## src/hw/rtl/rc4d_pkg.sv

```systemverilog
`default_nettype none

package rc4d_pkg;

   // input item kinds
   typedef enum logic [1:0] {
      KIND_KEY    = 2'd0,
      KIND_STREAM = 2'd1,
      KIND_RESET  = 2'd2,
      KIND_UNUSED = 2'd3
   } kind_type;

   // frame header layout
   localparam int unsigned HEADER_BYTES = 13;
   localparam int unsigned LENGTH_BYTES = 4;
   localparam int unsigned LENGTH_BIAS  = 9;

   // s-box write port
   typedef struct packed {
      logic       en;
      logic [7:0] addr;
      logic [7:0] data;
   } sbox_wr_type;

endpackage

`default_nettype wire

```

## src/hw/rtl/rc4d_sbox_ram.sv

```systemverilog
`default_nettype none

module rc4d_sbox_ram (
   input  wire logic                 clock,
   input  wire rc4d_pkg::sbox_wr_type wr,
   input  wire logic [7:0]           rd_addr,
   output logic [7:0]                rd_data
);
   import rc4d_pkg::*;

   logic [7:0] sbox_mem [256];
   logic [7:0] rd_q_ff;
   logic       fwd_hit_ff;
   logic [7:0] fwd_data_ff;

   // one write and one registered read per cycle
   always_ff @(posedge clock) begin
      if (wr.en) begin
         sbox_mem[wr.addr] <= wr.data;
      end
      rd_q_ff     <= sbox_mem[rd_addr];
      fwd_hit_ff  <= wr.en && (wr.addr == rd_addr);
      fwd_data_ff <= wr.data;
   end

   // write-first: a read of the entry written in the same cycle sees the new value
   assign rd_data = fwd_hit_ff ? fwd_data_ff : rd_q_ff;

endmodule

`default_nettype wire

```

## src/hw/rtl/length_framed_rc4_stream_decryptor.sv

```systemverilog
// Payload byte: PJ reads s[j], PT writes s[i], PW writes s[j] and registers the
// result or holds it in HOLD; the single s-box read port (reads at i, j, i+j)
// paces them, and the next may transfer in PW. Header, key and unused bytes: one
// per cycle while idle. Final key byte: req_stall high through the identity fill,
// KA, and KB, KC, KD per s-box entry. Reset and session reset: identity fill,
// req_stall high. Reset is synchronous, active high; the key store is not cleared.
`default_nettype none

module length_framed_rc4_stream_decryptor #(
   parameter int unsigned KEY_DEPTH = 256
) (
   input  wire logic       clock,
   input  wire logic       reset,
   input  wire logic       req_valid,
   output logic            req_stall,
   input  wire logic [1:0] req_kind,
   input  wire logic [7:0] req_data_byte,
   input  wire logic       req_key_last,
   output logic            rsp_valid,
   input  wire logic       rsp_stall,
   output logic [7:0]      rsp_plain_byte,
   output logic            rsp_frame_last
);
   import rc4d_pkg::*;

   localparam int unsigned KLEN_W = $clog2(KEY_DEPTH + 1);
   localparam int unsigned KIDX_W = (KEY_DEPTH > 1) ? $clog2(KEY_DEPTH) : 1;

   typedef enum logic [3:0] {
      ST_INIT, ST_IDLE, ST_PJ, ST_PT, ST_PW, ST_HOLD, ST_KA, ST_KB, ST_KC, ST_KD
   } state_type;

   state_type           state_ff, state_in;
   logic [7:0]          cnt_ff, cnt_in;
   logic                ksa_pend_ff, ksa_pend_in;
   logic [KLEN_W-1:0]   key_len_ff, key_len_in;
   logic [KLEN_W-1:0]   ksa_len_ff, ksa_len_in;
   logic [KIDX_W-1:0]   kidx_ff, kidx_in;
   logic [7:0]          i_ff, i_in;
   logic [7:0]          j_ff, j_in;
   logic [7:0]          si_ff, si_in;
   logic [7:0]          t_ff, t_in;
   logic [7:0]          data_ff, data_in;
   logic                last_ff, last_in;
   logic [3:0]          hdr_pos_ff, hdr_pos_in;
   logic [31:0]         len_acc_ff, len_acc_in;
   logic [31:0]         remain_ff, remain_in;
   logic [7:0]          hold_plain_ff, hold_plain_in;
   logic                rsp_valid_ff, rsp_valid_in;
   logic [7:0]          rsp_plain_ff, rsp_plain_in;
   logic                rsp_last_ff, rsp_last_in;

   logic [7:0]          key_mem [KEY_DEPTH];
   logic [7:0]          key_rd_ff;
   logic [KIDX_W-1:0]   key_rd_addr;
   logic                key_wr_en;
   logic [KIDX_W-1:0]   key_wr_addr;
   logic [KLEN_W-1:0]   key_len_after;
   logic [KIDX_W-1:0]   kidx_next;

   sbox_wr_type         sb_wr;
   logic [7:0]          sb_rd_addr;
   logic [7:0]          sb_rd_data;
   logic [7:0]          jn;
   logic [7:0]          keystream;
   logic [7:0]          plain;
   logic [31:0]         len_now;
   logic                out_free;
   logic                req_accept;

   rc4d_sbox_ram u_sbox (
      .clock   (clock),
      .wr      (sb_wr),
      .rd_addr (sb_rd_addr),
      .rd_data (sb_rd_data)
   );

   // key store
   always_ff @(posedge clock) begin
      if (key_wr_en) begin
         key_mem[key_wr_addr] <= req_data_byte;
      end
      key_rd_ff <= key_mem[key_rd_addr];
   end

   // handshake
   assign out_free   = !rsp_valid_ff || !rsp_stall;
   assign req_stall  = !((state_ff == ST_IDLE) || ((state_ff == ST_PW) && out_free));
   assign req_accept = req_valid && !req_stall;

   // keystream byte; the s[j] write is still in flight when s[i+j] arrives
   assign keystream = (t_ff == j_ff) ? si_ff : sb_rd_data;
   assign plain     = data_ff ^ keystream;

   // header length lane insert
   assign len_now = (hdr_pos_ff < 4'(LENGTH_BYTES))
                  ? (len_acc_ff | (32'(req_data_byte) << {hdr_pos_ff[1:0], 3'b000}))
                  : len_acc_ff;

   assign kidx_next = ((KLEN_W'(kidx_ff) + KLEN_W'(1)) == ksa_len_ff)
                    ? '0 : kidx_ff + KIDX_W'(1);
   assign key_len_after = (key_len_ff < KLEN_W'(KEY_DEPTH))
                        ? key_len_ff + KLEN_W'(1) : key_len_ff;
   assign jn = j_ff + sb_rd_data;

   // next state and datapath
   always_comb begin
      state_in      = state_ff;
      cnt_in        = cnt_ff;
      ksa_pend_in   = ksa_pend_ff;
      key_len_in    = key_len_ff;
      ksa_len_in    = ksa_len_ff;
      kidx_in       = kidx_ff;
      i_in          = i_ff;
      j_in          = j_ff;
      si_in         = si_ff;
      t_in          = t_ff;
      data_in       = data_ff;
      last_in       = last_ff;
      hdr_pos_in    = hdr_pos_ff;
      len_acc_in    = len_acc_ff;
      remain_in     = remain_ff;
      hold_plain_in = hold_plain_ff;
      rsp_valid_in  = rsp_valid_ff && rsp_stall;
      rsp_plain_in  = rsp_plain_ff;
      rsp_last_in   = rsp_last_ff;
      sb_wr         = '0;
      sb_rd_addr    = i_ff + 8'd1;
      key_rd_addr   = kidx_ff;
      key_wr_en     = 1'b0;
      key_wr_addr   = key_len_ff[KIDX_W-1:0];

      case (state_ff)
         // identity fill, one entry per cycle
         ST_INIT: begin
            sb_wr.en   = 1'b1;
            sb_wr.addr = cnt_ff;
            sb_wr.data = cnt_ff;
            cnt_in     = cnt_ff + 8'd1;
            if (cnt_ff == 8'hFF) begin
               if (ksa_pend_ff) begin
                  state_in = ST_KA;
                  j_in     = '0;
                  kidx_in  = '0;
               end else begin
                  state_in = ST_IDLE;
               end
            end
         end
         // key schedule: read s[n] and key byte
         ST_KA: begin
            sb_rd_addr  = cnt_ff;
            key_rd_addr = kidx_ff;
            state_in    = ST_KB;
         end
         ST_KB: begin
            j_in       = j_ff + sb_rd_data + key_rd_ff;
            sb_rd_addr = j_ff + sb_rd_data + key_rd_ff;
            si_in      = sb_rd_data;
            state_in   = ST_KC;
         end
         ST_KC: begin
            sb_wr.en   = 1'b1;
            sb_wr.addr = cnt_ff;
            sb_wr.data = sb_rd_data;
            state_in   = ST_KD;
         end
         // finish swap and fetch the next entry in the same cycle
         ST_KD: begin
            sb_wr.en   = 1'b1;
            sb_wr.addr = j_ff;
            sb_wr.data = si_ff;
            if (cnt_ff == 8'hFF) begin
               state_in    = ST_IDLE;
               cnt_in      = '0;
               i_in        = '0;
               j_in        = '0;
               ksa_pend_in = 1'b0;
            end else begin
               cnt_in      = cnt_ff + 8'd1;
               kidx_in     = kidx_next;
               sb_rd_addr  = cnt_ff + 8'd1;
               key_rd_addr = kidx_next;
               state_in    = ST_KB;
            end
         end
         // keystream: s[i] is back, fetch s[j]
         ST_PJ: begin
            j_in       = jn;
            sb_rd_addr = jn;
            si_in      = sb_rd_data;
            state_in   = ST_PT;
         end
         // write s[i] and fetch s[s[i] + s[j]]
         ST_PT: begin
            sb_wr.en   = 1'b1;
            sb_wr.addr = i_ff;
            sb_wr.data = sb_rd_data;
            sb_rd_addr = si_ff + sb_rd_data;
            t_in       = si_ff + sb_rd_data;
            state_in   = ST_PW;
         end
         // write s[j] and deliver the plain byte, or hold it while the output is occupied
         ST_PW: begin
            sb_wr.en   = 1'b1;
            sb_wr.addr = j_ff;
            sb_wr.data = si_ff;
            if (out_free) begin
               rsp_valid_in = 1'b1;
               rsp_plain_in = plain;
               rsp_last_in  = last_ff;
               state_in     = ST_IDLE;
            end else begin
               hold_plain_in = plain;
               state_in      = ST_HOLD;
            end
         end
         ST_HOLD: begin
            if (out_free) begin
               rsp_valid_in = 1'b1;
               rsp_plain_in = hold_plain_ff;
               rsp_last_in  = last_ff;
               state_in     = ST_IDLE;
            end
         end
         ST_IDLE: begin
            state_in = ST_IDLE;
         end
         default: begin
            state_in = ST_INIT;
         end
      endcase

      // input transfer
      if (req_accept) begin
         case (req_kind)
            KIND_KEY: begin
               key_wr_en  = (key_len_ff < KLEN_W'(KEY_DEPTH));
               key_len_in = key_len_after;
               state_in   = ST_IDLE;
               if (req_key_last) begin
                  ksa_len_in  = key_len_after;
                  key_len_in  = '0;
                  ksa_pend_in = 1'b1;
                  cnt_in      = '0;
                  i_in        = '0;
                  j_in        = '0;
                  hdr_pos_in  = '0;
                  len_acc_in  = '0;
                  remain_in   = '0;
                  state_in    = ST_INIT;
               end
            end
            KIND_STREAM: begin
               if (remain_ff != '0) begin
                  remain_in = remain_ff - 32'd1;
                  last_in   = (remain_ff == 32'd1);
                  data_in   = req_data_byte;
                  i_in      = i_ff + 8'd1;
                  state_in  = ST_PJ;
               end else begin
                  state_in = ST_IDLE;
                  if (hdr_pos_ff == 4'(HEADER_BYTES - 1)) begin
                     remain_in  = (len_now > 32'(LENGTH_BIAS))
                                ? len_now - 32'(LENGTH_BIAS) : '0;
                     hdr_pos_in = '0;
                     len_acc_in = '0;
                  end else begin
                     hdr_pos_in = hdr_pos_ff + 4'd1;
                     len_acc_in = len_now;
                  end
               end
            end
            KIND_RESET: begin
               key_len_in  = '0;
               ksa_pend_in = 1'b0;
               cnt_in      = '0;
               i_in        = '0;
               j_in        = '0;
               hdr_pos_in  = '0;
               len_acc_in  = '0;
               remain_in   = '0;
               state_in    = ST_INIT;
            end
            default: begin
               state_in = ST_IDLE;
            end
         endcase
      end
   end

   // state and registered outputs
   always_ff @(posedge clock) begin
      if (reset) begin
         state_ff     <= ST_INIT;
         cnt_ff       <= '0;
         ksa_pend_ff  <= 1'b0;
         key_len_ff   <= '0;
         i_ff         <= '0;
         j_ff         <= '0;
         hdr_pos_ff   <= '0;
         len_acc_ff   <= '0;
         remain_ff    <= '0;
         rsp_valid_ff <= 1'b0;
      end else begin
         state_ff      <= state_in;
         cnt_ff        <= cnt_in;
         ksa_pend_ff   <= ksa_pend_in;
         key_len_ff    <= key_len_in;
         ksa_len_ff    <= ksa_len_in;
         kidx_ff       <= kidx_in;
         i_ff          <= i_in;
         j_ff          <= j_in;
         si_ff         <= si_in;
         t_ff          <= t_in;
         data_ff       <= data_in;
         last_ff       <= last_in;
         hdr_pos_ff    <= hdr_pos_in;
         len_acc_ff    <= len_acc_in;
         remain_ff     <= remain_in;
         hold_plain_ff <= hold_plain_in;
         rsp_valid_ff  <= rsp_valid_in;
         rsp_plain_ff  <= rsp_plain_in;
         rsp_last_ff   <= rsp_last_in;
      end
   end

   assign rsp_valid      = rsp_valid_ff;
   assign rsp_plain_byte = rsp_plain_ff;
   assign rsp_frame_last = rsp_last_ff;

`ifndef SYNTHESIS
   // keystream work starts only from a payload transfer
   a_pj_after_transfer: assert property (@(posedge clock) disable iff (reset)
      state_ff == ST_PJ |-> $past(req_accept))
      else $error("keystream step without a payload transfer");

   // key length never passes the store depth
   a_key_len_bound: assert property (@(posedge clock) disable iff (reset)
      key_len_ff <= KLEN_W'(KEY_DEPTH))
      else $error("key length beyond key store");

   // a byte marked last leaves no payload in the frame
   a_last_ends_frame: assert property (@(posedge clock) disable iff (reset)
      (state_ff == ST_PJ) && last_ff |-> remain_ff == '0)
      else $error("frame end with payload still due");

   // a held result means the output register is occupied
   a_hold_occupied: assert property (@(posedge clock) disable iff (reset)
      state_ff == ST_HOLD |-> rsp_valid_ff)
      else $error("held result with empty output register");
`endif

endmodule

`default_nettype wire

```

## config.mk

```make
export PLATFORM = sky130hd
export DESIGN_NAME = length_framed_rc4_stream_decryptor
export DESIGN_NICKNAME = d
export VERILOG_FILES = /design/src/hw/rtl/rc4d_pkg.sv /design/src/hw/rtl/rc4d_sbox_ram.sv /design/src/hw/rtl/length_framed_rc4_stream_decryptor.sv
export SDC_FILE = /design/constraint.sdc
export NUM_CORES = 2
export LEC_CHECK = 0
export CAP_MARGIN = 20
export CELL_PAD_IN_SITES_DETAIL_PLACEMENT = 1
export CELL_PAD_IN_SITES_GLOBAL_PLACEMENT = 1
export CORE_AREA = 2 2 665 667
export CTS_CLUSTER_DIAMETER = 60
export DETAILED_ROUTE_END_ITERATION = 6
export DIE_AREA = 0 0 667 669
export DONT_BUFFER_PORTS = 1
export GPL_ROUTABILITY_DRIVEN = 0
export PLACE_DENSITY = 0.55
export SYNTH_ARGS = -nofsm -noshare
export SYNTH_HDL_FRONTEND = slang
export SYNTH_HIERARCHICAL = 1
export SYNTH_SLANG_ARGS = --single-unit
```

## constraint.sdc

```tcl
create_clock -name clock -period 11.7 [get_ports clock]
set_clock_uncertainty 0.2 [all_clocks]
set_input_delay 0.585 -clock clock [delete_from_list [all_inputs] [get_ports clock]]
set_output_delay 0.585 -clock clock [all_outputs]
set_load 0.05 [all_outputs]
```

==> results.txt <==
Outcome - complete, no violations
Leak pwr - 63.1 nW
Antenna-violating nets left - 0
Count leader, synth - edfxtp_1
Via count - 94700
Seq cells post-synth - 4287
Final std cells w/o fill - 16300
Core Rows - 244
Initial Util - 0.389
CP arrival - 7910 ps
Num CTS Buffers - 470
CTS Hold Bufs - 31
Commonest cells post-synth - edfxtp_1, nand2_1, nor2_1, mux2i_1, mux4_2
H-tree levels - 5
Crit start category - flip-flop
Setup TNS Final - 0 ps
Vias per inst - 5.82
Number of synthesized flops with an enable pin - 4155
Detailed placement HPWL - 313 mm
Max-slew headroom - 0.135
Ports - 26
Maxcap violations - 0
CTS tree - yes
Critical R2R Launch - u_sbox/fwd_hit_ff
CTS sink cnt - 4287
Initial antenna violation count - 51
Final nets - 10100
CTS clk-pin slew, worst paths - 60 ps
Hold WS - 82.5 ps
Worst slew pin tran - 1300 ps
Final setup violation count - 0
Worst Setup End Kind - flip-flop
Syn nets - 10000
Total GRT Usage - 0.236
Area growth syn-to-layout - 13.1%
Longest Clk Path Bufs - 4
Min cycle time layout - 7250 ps
Cell Pwr Density - 166 nW/µm²
Fin. Hold Viols - 0
Synth area leader - edfxtp_1
Max Slew Vio Count - 0
Cell count after placement - 15400
RSZ-0062 raised after global routing - no
Top cells by area, synth - edfxtp_1, mux4_2, mux2i_1, nand2_1, nor2_1
HP Class - in -> reg
Die H - 669 µm
Root buf cell - clkbuf_16
Crit path kind - reg -> reg
Detailed Route WL - 535 mm
Max frequency - 138 MHz
DRT Pass-1 Iters - 6
FFs w/ async S/R, synth - 0
Total congestion overflow - 0
WP data required - 12350 ps
Min-delay src - req_data_byte[0]
Syn_area_per_cell - 17.2 µm²
Avg WL per Cell - 32.8 µm
CP max FO - 12
Synth cell types - 109
Die ar. - 446000 µm²
Most used DFF post-synth - edfxtp_1
CORE AREA - 440000 µm²
Gate Count Post-Synth - 9962
Post-CTS setup buffer count - 0
Resize count post-CTS - 0
First-pass GRT wire length - 756 mm
Worst skew pair latency - 1020 ps
Synthesis Warnings - 6
DRT iter0 DRCs - 10500
Max IR drop VDD - 0.000130 V
Mapped cell area - 171000 µm²
Beginning of the critical path - u_sbox/fwd_hit_ff
Seq/Total Area, Yosys - 0.746
# DRC - 0
Share of the clock period used by the worst path - 0.620
Vias in the first global route - 97100
Share of cells above drive strength 1 - 0.156
Port Buffers - 0
Share of the synthesized area in the top cell type - 0.730
R2r setup slk - 4450 ps
Chip width - 667 µm
Largest net degree at the start of global routing - 262
==> through the flow <==
step,setup slack (ps),util,instance area [µm²],total power [W]
after global routing,4260,0.440,193000,0.0329
after CTS,4570,0.439,193000,0.0323
after floorplan,6250,-,171000,0.0173
after detailed placement,4620,0.403,177000,0.0174
final,4450,0.440,193000,0.0320
after global placement,3950,0.402,177000,0.0174
==> state kept, by name (all words and copies together), names as in the netlist, 9 cells and up <==
name / cells
len_acc_ff: 32
key_len_ff: 9
u_sbox/sbox_mem: 2048
key_mem: 2048
ksa_len_ff: 9
remain_ff: 32
==> report_power, final <==
group	switching [W]	total, W	internal [W]
Combinational	0.000364	0.000439	0.0000753
Sequential	0.0000124	0.0168	0.0168
Clock	0.00625	0.0148	0.00852
==> layout by cell type, fill, tap and decap left out, drive strengths merged, types with 51 or more instances in the layout <==
cell type / synthesis / layout
a21oi: 501 / 501
mux2i: 603 / 603
dfxtp: 132 / 132
o22ai: 241 / 241
nand3: 87 / 87
clkinv: 0 / 205
a22oi: 210 / 210
buf: 330 / 257
nor2: 732 / 732
o21ai: 168 / 168
xnor2: 69 / 69
inv: 54 / 77
nor3: 65 / 65
nand2: 849 / 849
nor4: 131 / 131
mux2: 51 / 51
mux4: 540 / 540
edfxtp: 4155 / 4155
clkbuf: 289 / 581
o221ai: 68 / 68
==> routing by layer <==
layer  global-route usage  wire, µm
met1                0.337    233000
met2                0.377    251000
met3               0.0405     37800
met5                    0       167
met4               0.0546     13000
==> cells by family after synthesis <==
family,share of synthesized area
DFF,0.746
and+or+nand+nor,0.0546
AOI/OAI and AO/OA,0.0592
muxes,0.110
buffers and inverters,0.0219
xor gates and xnor gates,0.00567
adders and majority gates,0.00284
==> final cells by class <==
type,count,area [µm²]
diodes,13,32.5
clock buffers,580,12400
clock inverters,288,2900
fillers,41900,246000
inverters,54,263
multi-input cells,5000,40200
flip-flops and latches,4287,127000
well taps,5781,7230
repair buffers,281,2910
==> critical path: stages, from the launching register on <==
cell	delay, ps
dfxtp_1	520
mux2_2	460
ha_1	230
fa_1	400
xor2_1	280
ha_1	320
a21oi_1	230
o21bai_1	110
a21oi_1	280
o21bai_1	100
a21oi_1	190
xor2_1	190
xnor2_1	160
a221o_1	190
a21oi_1	50
o21ai_1	290
buf_4	330
nand2b_1	400
a21oi_1	820
o21ai_0	330
nor3_1	840
nor4_1	120
==> final timing paths <==
path	endpoint	depth (start not counted)
max	u_sbox/rd_q_ff[6]	21
min	remain_ff[18]	4
max reg2reg	u_sbox/rd_q_ff[6]	21
min reg2reg	rsp_frame_last	0
Power figures use the tool's default switching activity.
